--- config.mk ---
export PLATFORM = sky130hd
export DESIGN_NAME = tachometer_rpm_smoother_top
export DESIGN_NICKNAME = d
export VERILOG_FILES = /design/src/hw/rtl/trs_pkg.sv /design/src/hw/rtl/trs_div.sv /design/src/hw/rtl/tachometer_rpm_smoother_top.sv
export SDC_FILE = /design/constraint.sdc
export NUM_CORES = 2
export LEC_CHECK = 0
export BUFFER_PORTS_ARGS = -buffer_cell sky130_fd_sc_hd__buf_2
export CORE_AREA = 2 2 244 246
export CTS_CLUSTER_DIAMETER = 30
export DETAILED_ROUTE_END_ITERATION = 12
export DIE_AREA = 0 0 246 248
export GPL_TIMING_DRIVEN = 0
export HOLD_SLACK_MARGIN = 0.06
export PLACE_DENSITY_LB_ADDON = 0.2
export SKIP_LAST_GASP = 1
export SLEW_MARGIN = 20
export SYNTH_ARGS = -nofsm -noshare
export SYNTH_HDL_FRONTEND = slang
export SYNTH_HIERARCHICAL = 1
export SYNTH_SLANG_ARGS = --single-unit
export TNS_END_PERCENT = 20
--- constraint.sdc ---
create_clock -name clk_i -period 8.3 [get_ports clk_i]
set_clock_uncertainty 0.1 [all_clocks]
set_input_delay 1.66 -clock clk_i [delete_from_list [all_inputs] [get_ports clk_i]]
set_output_delay 1.66 -clock clk_i [all_outputs]
set_load 0.1 [all_outputs]
--- src/hw/rtl/trs_pkg.sv ---
package trs_pkg;

  // field widths
  localparam int unsigned GATE_W     = 16;
  localparam int unsigned NOW_W      = 32;
  localparam int unsigned RPC_W      = 8;
  localparam int unsigned TMO_W      = 16;
  localparam int unsigned SMOOTH_W   = 11;
  localparam int unsigned DISP_W     = 14;
  localparam int unsigned TGT_W      = 32;

  // shared multiplier operand widths
  localparam int unsigned MUL_A_W    = 32;
  localparam int unsigned MUL_B_W    = 11;
  localparam int unsigned MUL_P_W    = MUL_A_W + MUL_B_W;

  // configuration port
  localparam int unsigned CFG_IDX_W  = 2;
  localparam int unsigned CFG_DATA_W = 16;

  typedef logic [CFG_IDX_W-1:0] cfg_idx_t;

  localparam cfg_idx_t CFG_RPM_PER_COUNT = 2'd0;
  localparam cfg_idx_t CFG_TIMEOUT_MS    = 2'd1;
  localparam cfg_idx_t CFG_SMOOTHING     = 2'd2;

  localparam logic [RPC_W-1:0]    RPC_RESET    = 8'd60;
  localparam logic [TMO_W-1:0]    TMO_RESET    = 16'd1000;
  localparam logic [SMOOTH_W-1:0] SMOOTH_RESET = 11'd307;

  // q10 smoothing
  localparam int unsigned         SMOOTH_SHIFT = 10;
  localparam logic [SMOOTH_W-1:0] SMOOTH_ONE   = 11'd1024;

  localparam logic [DISP_W-1:0]   DISP_MAX     = 14'd9999;

endpackage

--- src/hw/rtl/trs_div.sv ---
module trs_div #(
  parameter int unsigned DW = 34,
  parameter int unsigned VW = 3
) (
  input  logic          clk_i,
  input  logic          rst_ni,
  input  logic          start_i,
  input  logic [DW-1:0] dividend_i,
  input  logic [VW-1:0] divisor_i,
  output logic          busy_o,
  output logic [DW-1:0] quotient_o
);

  localparam int unsigned CW = $clog2(DW + 1);

  logic          busy_q;
  logic [CW-1:0] cnt_q;
  logic [VW-1:0] rem_q, rem_d;
  logic [DW-1:0] quo_q, quo_d;
  logic [VW-1:0] dsr_q;
  logic [VW:0]   trial;
  logic          ge;

  // restoring division, one quotient bit per cycle
  always_comb begin
    trial = {rem_q, quo_q[DW-1]};
    ge    = (trial >= {1'b0, dsr_q});
    rem_d = ge ? VW'(trial - {1'b0, dsr_q}) : trial[VW-1:0];
    quo_d = {quo_q[DW-2:0], ge};
  end

  always_ff @(posedge clk_i or negedge rst_ni) begin
    if (!rst_ni) begin
      busy_q <= 1'b0;
      cnt_q  <= '0;
    end else if (start_i) begin
      busy_q <= 1'b1;
      cnt_q  <= CW'(DW);
    end else if (busy_q) begin
      cnt_q <= cnt_q - 1'b1;
      if (cnt_q == CW'(1)) begin
        busy_q <= 1'b0;
      end
    end
  end

  always_ff @(posedge clk_i) begin
    if (start_i) begin
      rem_q <= '0;
      quo_q <= dividend_i;
      dsr_q <= divisor_i;
    end else if (busy_q) begin
      rem_q <= rem_d;
      quo_q <= quo_d;
    end
  end

  assign busy_o     = busy_q;
  assign quotient_o = quo_q;

endmodule

--- src/hw/rtl/tachometer_rpm_smoother_top.sv ---
// sequence: a beat without a new count goes from accept through the smoothing multiply,
// update and output states; a beat with a nonzero count first sums the n valid ring
// entries one a cycle, multiplies, runs the serial divider of DIV_W bits (34 by default)
// that forms the mean and saturates the target
// throughput: one beat at a time, input stalled until the result is registered,
// longer while the previous result is still stalled at the output
// reset: async active low, registers at their defaults, ring empty, output valid low
module tachometer_rpm_smoother_top #(
  parameter int unsigned AVG_DEPTH = 4,
  parameter int unsigned FRAC_BITS = 8
) (
  input  logic                            clk_i,
  input  logic                            rst_ni,
  input  logic                            in_valid_i,
  output logic                            in_stall_o,
  input  logic                            kind_i,
  input  logic [trs_pkg::GATE_W-1:0]      gate_count_i,
  input  logic [trs_pkg::NOW_W-1:0]       now_ms_i,
  output logic                            out_valid_o,
  input  logic                            out_stall_i,
  output logic [trs_pkg::DISP_W-1:0]      display_value_o,
  input  logic                            cfg_valid_i,
  output logic                            cfg_ready_o,
  input  logic [trs_pkg::CFG_IDX_W-1:0]   cfg_idx_i,
  input  logic [trs_pkg::CFG_DATA_W-1:0]  cfg_data_i
);

  import trs_pkg::*;

  localparam int unsigned PTR_W  = (AVG_DEPTH > 1) ? $clog2(AVG_DEPTH) : 1;
  localparam int unsigned CNT_W  = $clog2(AVG_DEPTH + 1);
  localparam int unsigned SUM_W  = GATE_W + $clog2(AVG_DEPTH);
  localparam int unsigned SP_W   = SUM_W + RPC_W;
  localparam int unsigned RAW_W  = SP_W + FRAC_BITS;
  localparam int unsigned DIV_W  = (RAW_W > TGT_W) ? RAW_W : TGT_W + 1;

  localparam logic [3:0] ST_IDLE = 4'd0;
  localparam logic [3:0] ST_SUM  = 4'd1;
  localparam logic [3:0] ST_MUL  = 4'd2;
  localparam logic [3:0] ST_DGO  = 4'd3;
  localparam logic [3:0] ST_DIV  = 4'd4;
  localparam logic [3:0] ST_SAT  = 4'd5;
  localparam logic [3:0] ST_SMUL = 4'd6;
  localparam logic [3:0] ST_UPD  = 4'd7;
  localparam logic [3:0] ST_FIN  = 4'd8;

  logic [3:0]          state_q, state_d;

  logic [RPC_W-1:0]    rpc_q;
  logic [TMO_W-1:0]    tmo_q;
  logic [SMOOTH_W-1:0] smooth_q;

  logic [GATE_W-1:0]   ring_q [AVG_DEPTH];
  logic [PTR_W-1:0]    wp_q;
  logic                full_q;
  logic [NOW_W-1:0]    last_q;
  logic [TGT_W-1:0]    target_q;
  logic [TGT_W-1:0]    cur_q;

  logic [CNT_W-1:0]    n_q;
  logic [CNT_W-1:0]    idx_q;
  logic [SUM_W-1:0]    sum_q;
  logic [MUL_P_W-1:0]  prod_q;
  logic                up_q;

  logic                out_valid_q;
  logic [DISP_W-1:0]   out_data_q;

  logic                accept;
  logic                has_count;
  logic                wrap;
  logic [NOW_W-1:0]    elapsed;
  logic                timed_out;
  logic [CNT_W-1:0]    wp_next;
  logic [CNT_W-1:0]    n_next;

  logic [MUL_A_W-1:0]  mul_a;
  logic [MUL_B_W-1:0]  mul_b;
  logic [MUL_P_W-1:0]  mul_p;
  logic [SMOOTH_W-1:0] s_eff;
  logic                ge;
  logic [TGT_W-1:0]    diff;

  logic                div_start;
  logic                div_busy;
  logic [DIV_W-1:0]    div_quo;
  logic [DIV_W-1:0]    dividend;

  logic [MUL_P_W:0]    rnd_up;
  logic [TGT_W-1:0]    step_dn;
  logic [TGT_W:0]      disp_sum;
  logic [TGT_W-FRAC_BITS:0] disp_raw;
  logic [DISP_W-1:0]   disp;
  logic                out_free;

  assign accept      = in_valid_i && (state_q == ST_IDLE);
  assign in_stall_o  = (state_q != ST_IDLE);
  assign cfg_ready_o = 1'b1;
  assign out_free    = !out_valid_q || !out_stall_i;

  assign has_count = kind_i && (gate_count_i != '0);
  assign wrap      = (wp_q == PTR_W'(AVG_DEPTH - 1));
  assign wp_next   = wrap ? '0 : CNT_W'(wp_q) + 1'b1;
  assign n_next    = (wrap || full_q) ? CNT_W'(AVG_DEPTH) : wp_next;
  assign elapsed   = now_ms_i - last_q;
  assign timed_out = (elapsed > NOW_W'(tmo_q));

  assign s_eff = (smooth_q > SMOOTH_ONE) ? SMOOTH_ONE : smooth_q;
  assign ge    = (target_q >= cur_q);
  assign diff  = ge ? (target_q - cur_q) : (cur_q - target_q);

  // shared multiplier: rpm factor times count sum, then delta times smoothing
  always_comb begin
    if (state_q == ST_MUL) begin
      mul_a = MUL_A_W'(sum_q);
      mul_b = MUL_B_W'(rpc_q);
    end else begin
      mul_a = diff;
      mul_b = s_eff;
    end
    mul_p = {{MUL_B_W{1'b0}}, mul_a} * {{MUL_A_W{1'b0}}, mul_b};
  end

  assign dividend  = DIV_W'({prod_q[SP_W-1:0], {FRAC_BITS{1'b0}}});
  assign div_start = (state_q == ST_DGO);

  trs_div #(
    .DW (DIV_W),
    .VW (CNT_W)
  ) u_div (
    .clk_i      (clk_i),
    .rst_ni     (rst_ni),
    .start_i    (div_start),
    .dividend_i (dividend),
    .divisor_i  (n_q),
    .busy_o     (div_busy),
    .quotient_o (div_quo)
  );

  // downward step magnitude rounds up, so the smoothed value rounds toward minus infinity
  assign rnd_up  = {1'b0, prod_q} + (MUL_P_W + 1)'((1 << SMOOTH_SHIFT) - 1);
  assign step_dn = rnd_up[SMOOTH_SHIFT+TGT_W-1:SMOOTH_SHIFT];

  assign disp_sum = {1'b0, cur_q} + (TGT_W + 1)'(1 << (FRAC_BITS - 1));
  assign disp_raw = disp_sum[TGT_W:FRAC_BITS];
  assign disp     = (disp_raw > (TGT_W - FRAC_BITS + 1)'(DISP_MAX))
                    ? DISP_MAX : DISP_W'(disp_raw);

  always_comb begin
    state_d = state_q;
    unique case (state_q)
      ST_IDLE: begin
        if (accept) begin
          state_d = has_count ? ST_SUM : ST_SMUL;
        end
      end
      ST_SUM: begin
        if (idx_q + 1'b1 == n_q) begin
          state_d = ST_MUL;
        end
      end
      ST_MUL:  state_d = ST_DGO;
      ST_DGO:  state_d = ST_DIV;
      ST_DIV: begin
        if (!div_busy) begin
          state_d = ST_SAT;
        end
      end
      ST_SAT:  state_d = ST_SMUL;
      ST_SMUL: state_d = ST_UPD;
      ST_UPD:  state_d = ST_FIN;
      ST_FIN: begin
        if (out_free) begin
          state_d = ST_IDLE;
        end
      end
      default: state_d = ST_IDLE;
    endcase
  end

  always_ff @(posedge clk_i or negedge rst_ni) begin
    if (!rst_ni) begin
      state_q     <= ST_IDLE;
      rpc_q       <= RPC_RESET;
      tmo_q       <= TMO_RESET;
      smooth_q    <= SMOOTH_RESET;
      wp_q        <= '0;
      full_q      <= 1'b0;
      last_q      <= '0;
      target_q    <= '0;
      cur_q       <= '0;
      out_valid_q <= 1'b0;
    end else begin
      state_q <= state_d;

      if (cfg_valid_i) begin
        unique case (cfg_idx_i)
          CFG_RPM_PER_COUNT: rpc_q    <= cfg_data_i[RPC_W-1:0];
          CFG_TIMEOUT_MS:    tmo_q    <= cfg_data_i[TMO_W-1:0];
          CFG_SMOOTHING:     smooth_q <= cfg_data_i[SMOOTH_W-1:0];
          default: ;
        endcase
      end

      if (accept) begin
        if (has_count) begin
          last_q <= now_ms_i;
          wp_q   <= PTR_W'(wp_next);
          if (wrap) begin
            full_q <= 1'b1;
          end
        end else if (timed_out) begin
          target_q <= '0;
          wp_q     <= '0;
          full_q   <= 1'b0;
        end
      end

      if (state_q == ST_SAT) begin
        target_q <= (|div_quo[DIV_W-1:TGT_W]) ? '1 : div_quo[TGT_W-1:0];
      end

      if (state_q == ST_UPD) begin
        if (up_q) begin
          cur_q <= cur_q + prod_q[SMOOTH_SHIFT+TGT_W-1:SMOOTH_SHIFT];
        end else begin
          cur_q <= cur_q - step_dn;
        end
      end

      if (state_q == ST_FIN && out_free) begin
        out_valid_q <= 1'b1;
      end else if (out_valid_q && !out_stall_i) begin
        out_valid_q <= 1'b0;
      end
    end
  end

  // datapath registers, no reset needed; entries past the fill point are never read
  always_ff @(posedge clk_i) begin
    if (accept) begin
      if (has_count) begin
        ring_q[wp_q] <= gate_count_i;
      end
      n_q   <= n_next;
      idx_q <= '0;
      sum_q <= '0;
    end
    if (state_q == ST_SUM) begin
      sum_q <= sum_q + SUM_W'(ring_q[idx_q[PTR_W-1:0]]);
      idx_q <= idx_q + 1'b1;
    end
    if (state_q == ST_MUL || state_q == ST_SMUL) begin
      prod_q <= mul_p;
    end
    if (state_q == ST_SMUL) begin
      up_q <= ge;
    end
    if (state_q == ST_FIN && out_free) begin
      out_data_q <= disp;
    end
  end

  assign out_valid_o     = out_valid_q;
  assign display_value_o = out_data_q;

endmodule

==> impl_metrics.yaml <==
yosys:
  synth-edff-count: 182
  syn-instance-count: 3629
  ys_seq_elements: 333
  yosys_warnings: 6
  syn_area_per_cell_sq_um: 9.21
  synth_top_cell_by_area: "fa_1"
  synth_commonest_cells: "inv_1 (467), nand2_1 (395), nor2_1 (361)"
  synthTopCellsByArea: "fa_1 (16%), edfxtp_1 (16%), dfrtp_1 (9.8%)"
  yosys.area.top_type_share_pct: 16.4
  synth_cell_type_count: 105
  synth_async_sr_flop_share_pct: 43.8
  synthMostInstantiatedCell: "inv_1"
  ys_seq_area_share_pct: 27.6
  synthFlopType: "edfxtp_1"
  synth.cell_area_sq_um: 33400
timing:
  worstMarginPinSlew_ns: 0.974
  hold_violations: 0
  drv_slew: 0
  period_minus_slack_ns: 9.05
  relSlewSlack_pct: 35.0
  fmax_ghz: 0.110
  rsz0062_at_grt: "true"
  min_period_over_period_pct: 109
  setup-violations-final: 20
  setup_ws_ns: -0.754
min_path:
  hold_class: "flip-flop to flip-flop"
  hold-path-cell-count: 2
placement:
  hpwl_um: 72800
  postPlaceCellArea_sq_um: 35000
  io_buffers: 87
  gp_congestion: 0.991
setup_path:
  cp.required_ns: 8.54
  crit_type: "flip-flop to flip-flop"
  cpMostUsedCell: "fa_1"
  cp_slowest_stage_delay_ns: 0.52
  crit_path_end_kind: "flip-flop"
  crit_fanout: 9
  arrival_ns: 9.29
  slowest_stage: "fa_1"
  start_kind: "flip-flop"
  rr_worst_depth: 35
drt:
  via_per_inst: 5.89
  vias: 27735
  detail_route.wl_per_cell_um: 20.3
  ant_nets: 0
  remaining_drc_errors: 0
  firstDrtPassIters: 6
  postRouteWirelength_um: 95500
  drtIter0Drc: 2267
clock_tree:
  clockBufferDepth: 3
  cts_sinks: 333
  ctsHtreeMaxLevel: 3
  cts_root_buffer: "clkbuf_16"
  worst_skew_pair.late_latency_ns: 0.63
  cts_tree: "built"
  cts_buffers: 77
  clk_pin_slew_worst_paths_ns: 0.04
global_routing:
  grt_max_degree: 90
  grt_pass1_vias: 27290
  overflow: 0
  grt_pass1_wl_um: 150000
  grt_util_all_layers_pct: 31.7
  antenna_found_initial: 4
finish:
  design_area_sq_um: 39600
  areaGrowthSynthToFinish_pct: 18.5
  final_nets: 4465
  final_core_util_pct: 67.7
  drive_gt1_share_pct: 17.8
floorplanning:
  std_cell_rows: 89
  coreArea_sq_um: 58500
  ios: 89
  start_util_pct: 57.2
  die_area_sq_um: 61000
  dieWidth_um: 246
  dieHeight_um: 248
flow_run:
  max_cap_violations: 0
outcome:
  status: "complete, but fails checks"
  violations: "setup timing"
-- metrics by stage --
stage / instances / setup slack, ns / hold slack (ns) / setup TNS (ns)
after global routing: 4709 / -0.946 / 0.376 / -12.74
final: 4710 / -0.754 / 0.371 / -7.09
after floorplan: 3636 / 0.00299 / 0.313 / 0
after CTS: 4676 / -0.556 / 0.361 / -4.24
after global placement: 4496 / -1.92 / 0.337 / -31.47
after detailed placement: 4500 / -2.03 / 0.340 / -34.50
-- cell usage in the layout (no fill, tap or decap), types with 16 or more instances in the layout --
| cell type | instances |
|---|---|
| inv_1 | 465 |
| dfrtp_2 | 21 |
| nand4_1 | 25 |
| xnor2_2 | 16 |
| buf_2 | 103 |
| nand2b_1 | 35 |
| clkbuf_16 | 79 |
| o21bai_1 | 29 |
| a21o_1 | 86 |
| nor4_1 | 27 |
| buf_4 | 78 |
| o21a_1 | 26 |
| nor3_1 | 59 |
| or3_1 | 19 |
| a211oi_1 | 25 |
| dfrtp_1 | 110 |
| clkbuf_1 | 83 |
| mux4_2 | 16 |
| o21ai_0 | 150 |
| ha_1 | 228 |
| mux2_2 | 81 |
| nand3_1 | 52 |
| fa_1 | 266 |
| nor2_1 | 355 |
| nor2b_1 | 25 |
| a21oi_1 | 183 |
| and3_1 | 23 |
| edfxtp_1 | 182 |
| and2_1 | 48 |
| nand2_1 | 380 |
| a211oi_2 | 30 |
| xnor2_1 | 97 |
| xor2_1 | 61 |
-- sequential cells by signal, summed over array words and instances (netlist names), 14 cells and up, named ones only --
register	count
ring_q	64
prod_q	42
u_div/quotient_o	34
cur_q	32
last_q	32
target_q	32
sum_q	18
tmo_q	16
display_value_o	14
-- final timing paths --
check | startpoint | endpoint | slack [ns]
worst max-delay path | cur_q[9] | prod_q[39] | -0.75
worst max register to register | cur_q[9] | prod_q[39] | -0.75
max in group asynchronous | rst_ni | tmo_q[7] | 6.33
worst min register to register | u_div/rem_q[2] | u_div/rem_q[2] | 0.37
worst min-delay path | u_div/rem_q[2] | u_div/rem_q[2] | 0.37
min in group asynchronous | rst_ni | out_valid_o | 0.86
-- critical path: cells and delay by family, from the launching register on --
kind                       cells  cell delay, ns
AOI/OAI and AO/OA             15            3.46
adders and majority gates      7            3.07
buffers and inverters          8            1.05
DFF                            1            0.47
xor gates and xnor gates       2            0.28
muxes                          1            0.19
and+or+nand+nor                2            0.14
-- routing by layer --
metal  vias to the layer above  global-route usage (%)  part of all wire (%)
met4                         8                    16.3                   5.7
met5                         -                       0                 0.050
met1                     13430                    41.6                    42
li1                      12846                       -                     -
met3                       275                    5.34                   6.9
met2                      1176                    50.9                    46
-- layout make-up --
type / instances / area [sq um]
Multi-Input combinational cell: 2703 / 23100
Buffer: 126 / 633
Clock inverter: 51 / 762
Fill cell: 4555 / 18900
Timing Repair Buffer: 162 / 1080
Tap cell: 773 / 967
Inverter: 469 / 1760
Antenna cell: 1 / 2.50
Clock buffer: 92 / 2070
Sequential cell: 333 / 9260
-- cell families (layout without fill, tap and decap cells) --
family | count (synthesis) | count (layout) | share of synthesized area (%)
and+or+nand+nor | 1136 | 1136 | 15.6
AOI/OAI and AO/OA | 736 | 736 | 14.8
buffers and inverters | 600 | 900 | 7.03
adders and majority gates | 521 | 521 | 25.7
DFF | 333 | 333 | 27.6
xor gates and xnor gates | 187 | 187 | 4.92
muxes | 114 | 114 | 4.32
other | 2 | 10 | 0.0225
-- repair_timing --
| item | in CTS | in global routing |
|---|---|---|
| hold buffers | 0 | 0 |
| pin swaps | 54 | 58 |
| cloned | 1 | 0 |
| gates resized for setup | 195 | 60 |
| buffers inserted | 37 | 34 |
| setup endpoints to repair | 32 | 25 |
Power is not shown: default switching activity piles up to over one toggle a cycle in this logic, so the estimate is an artifact.
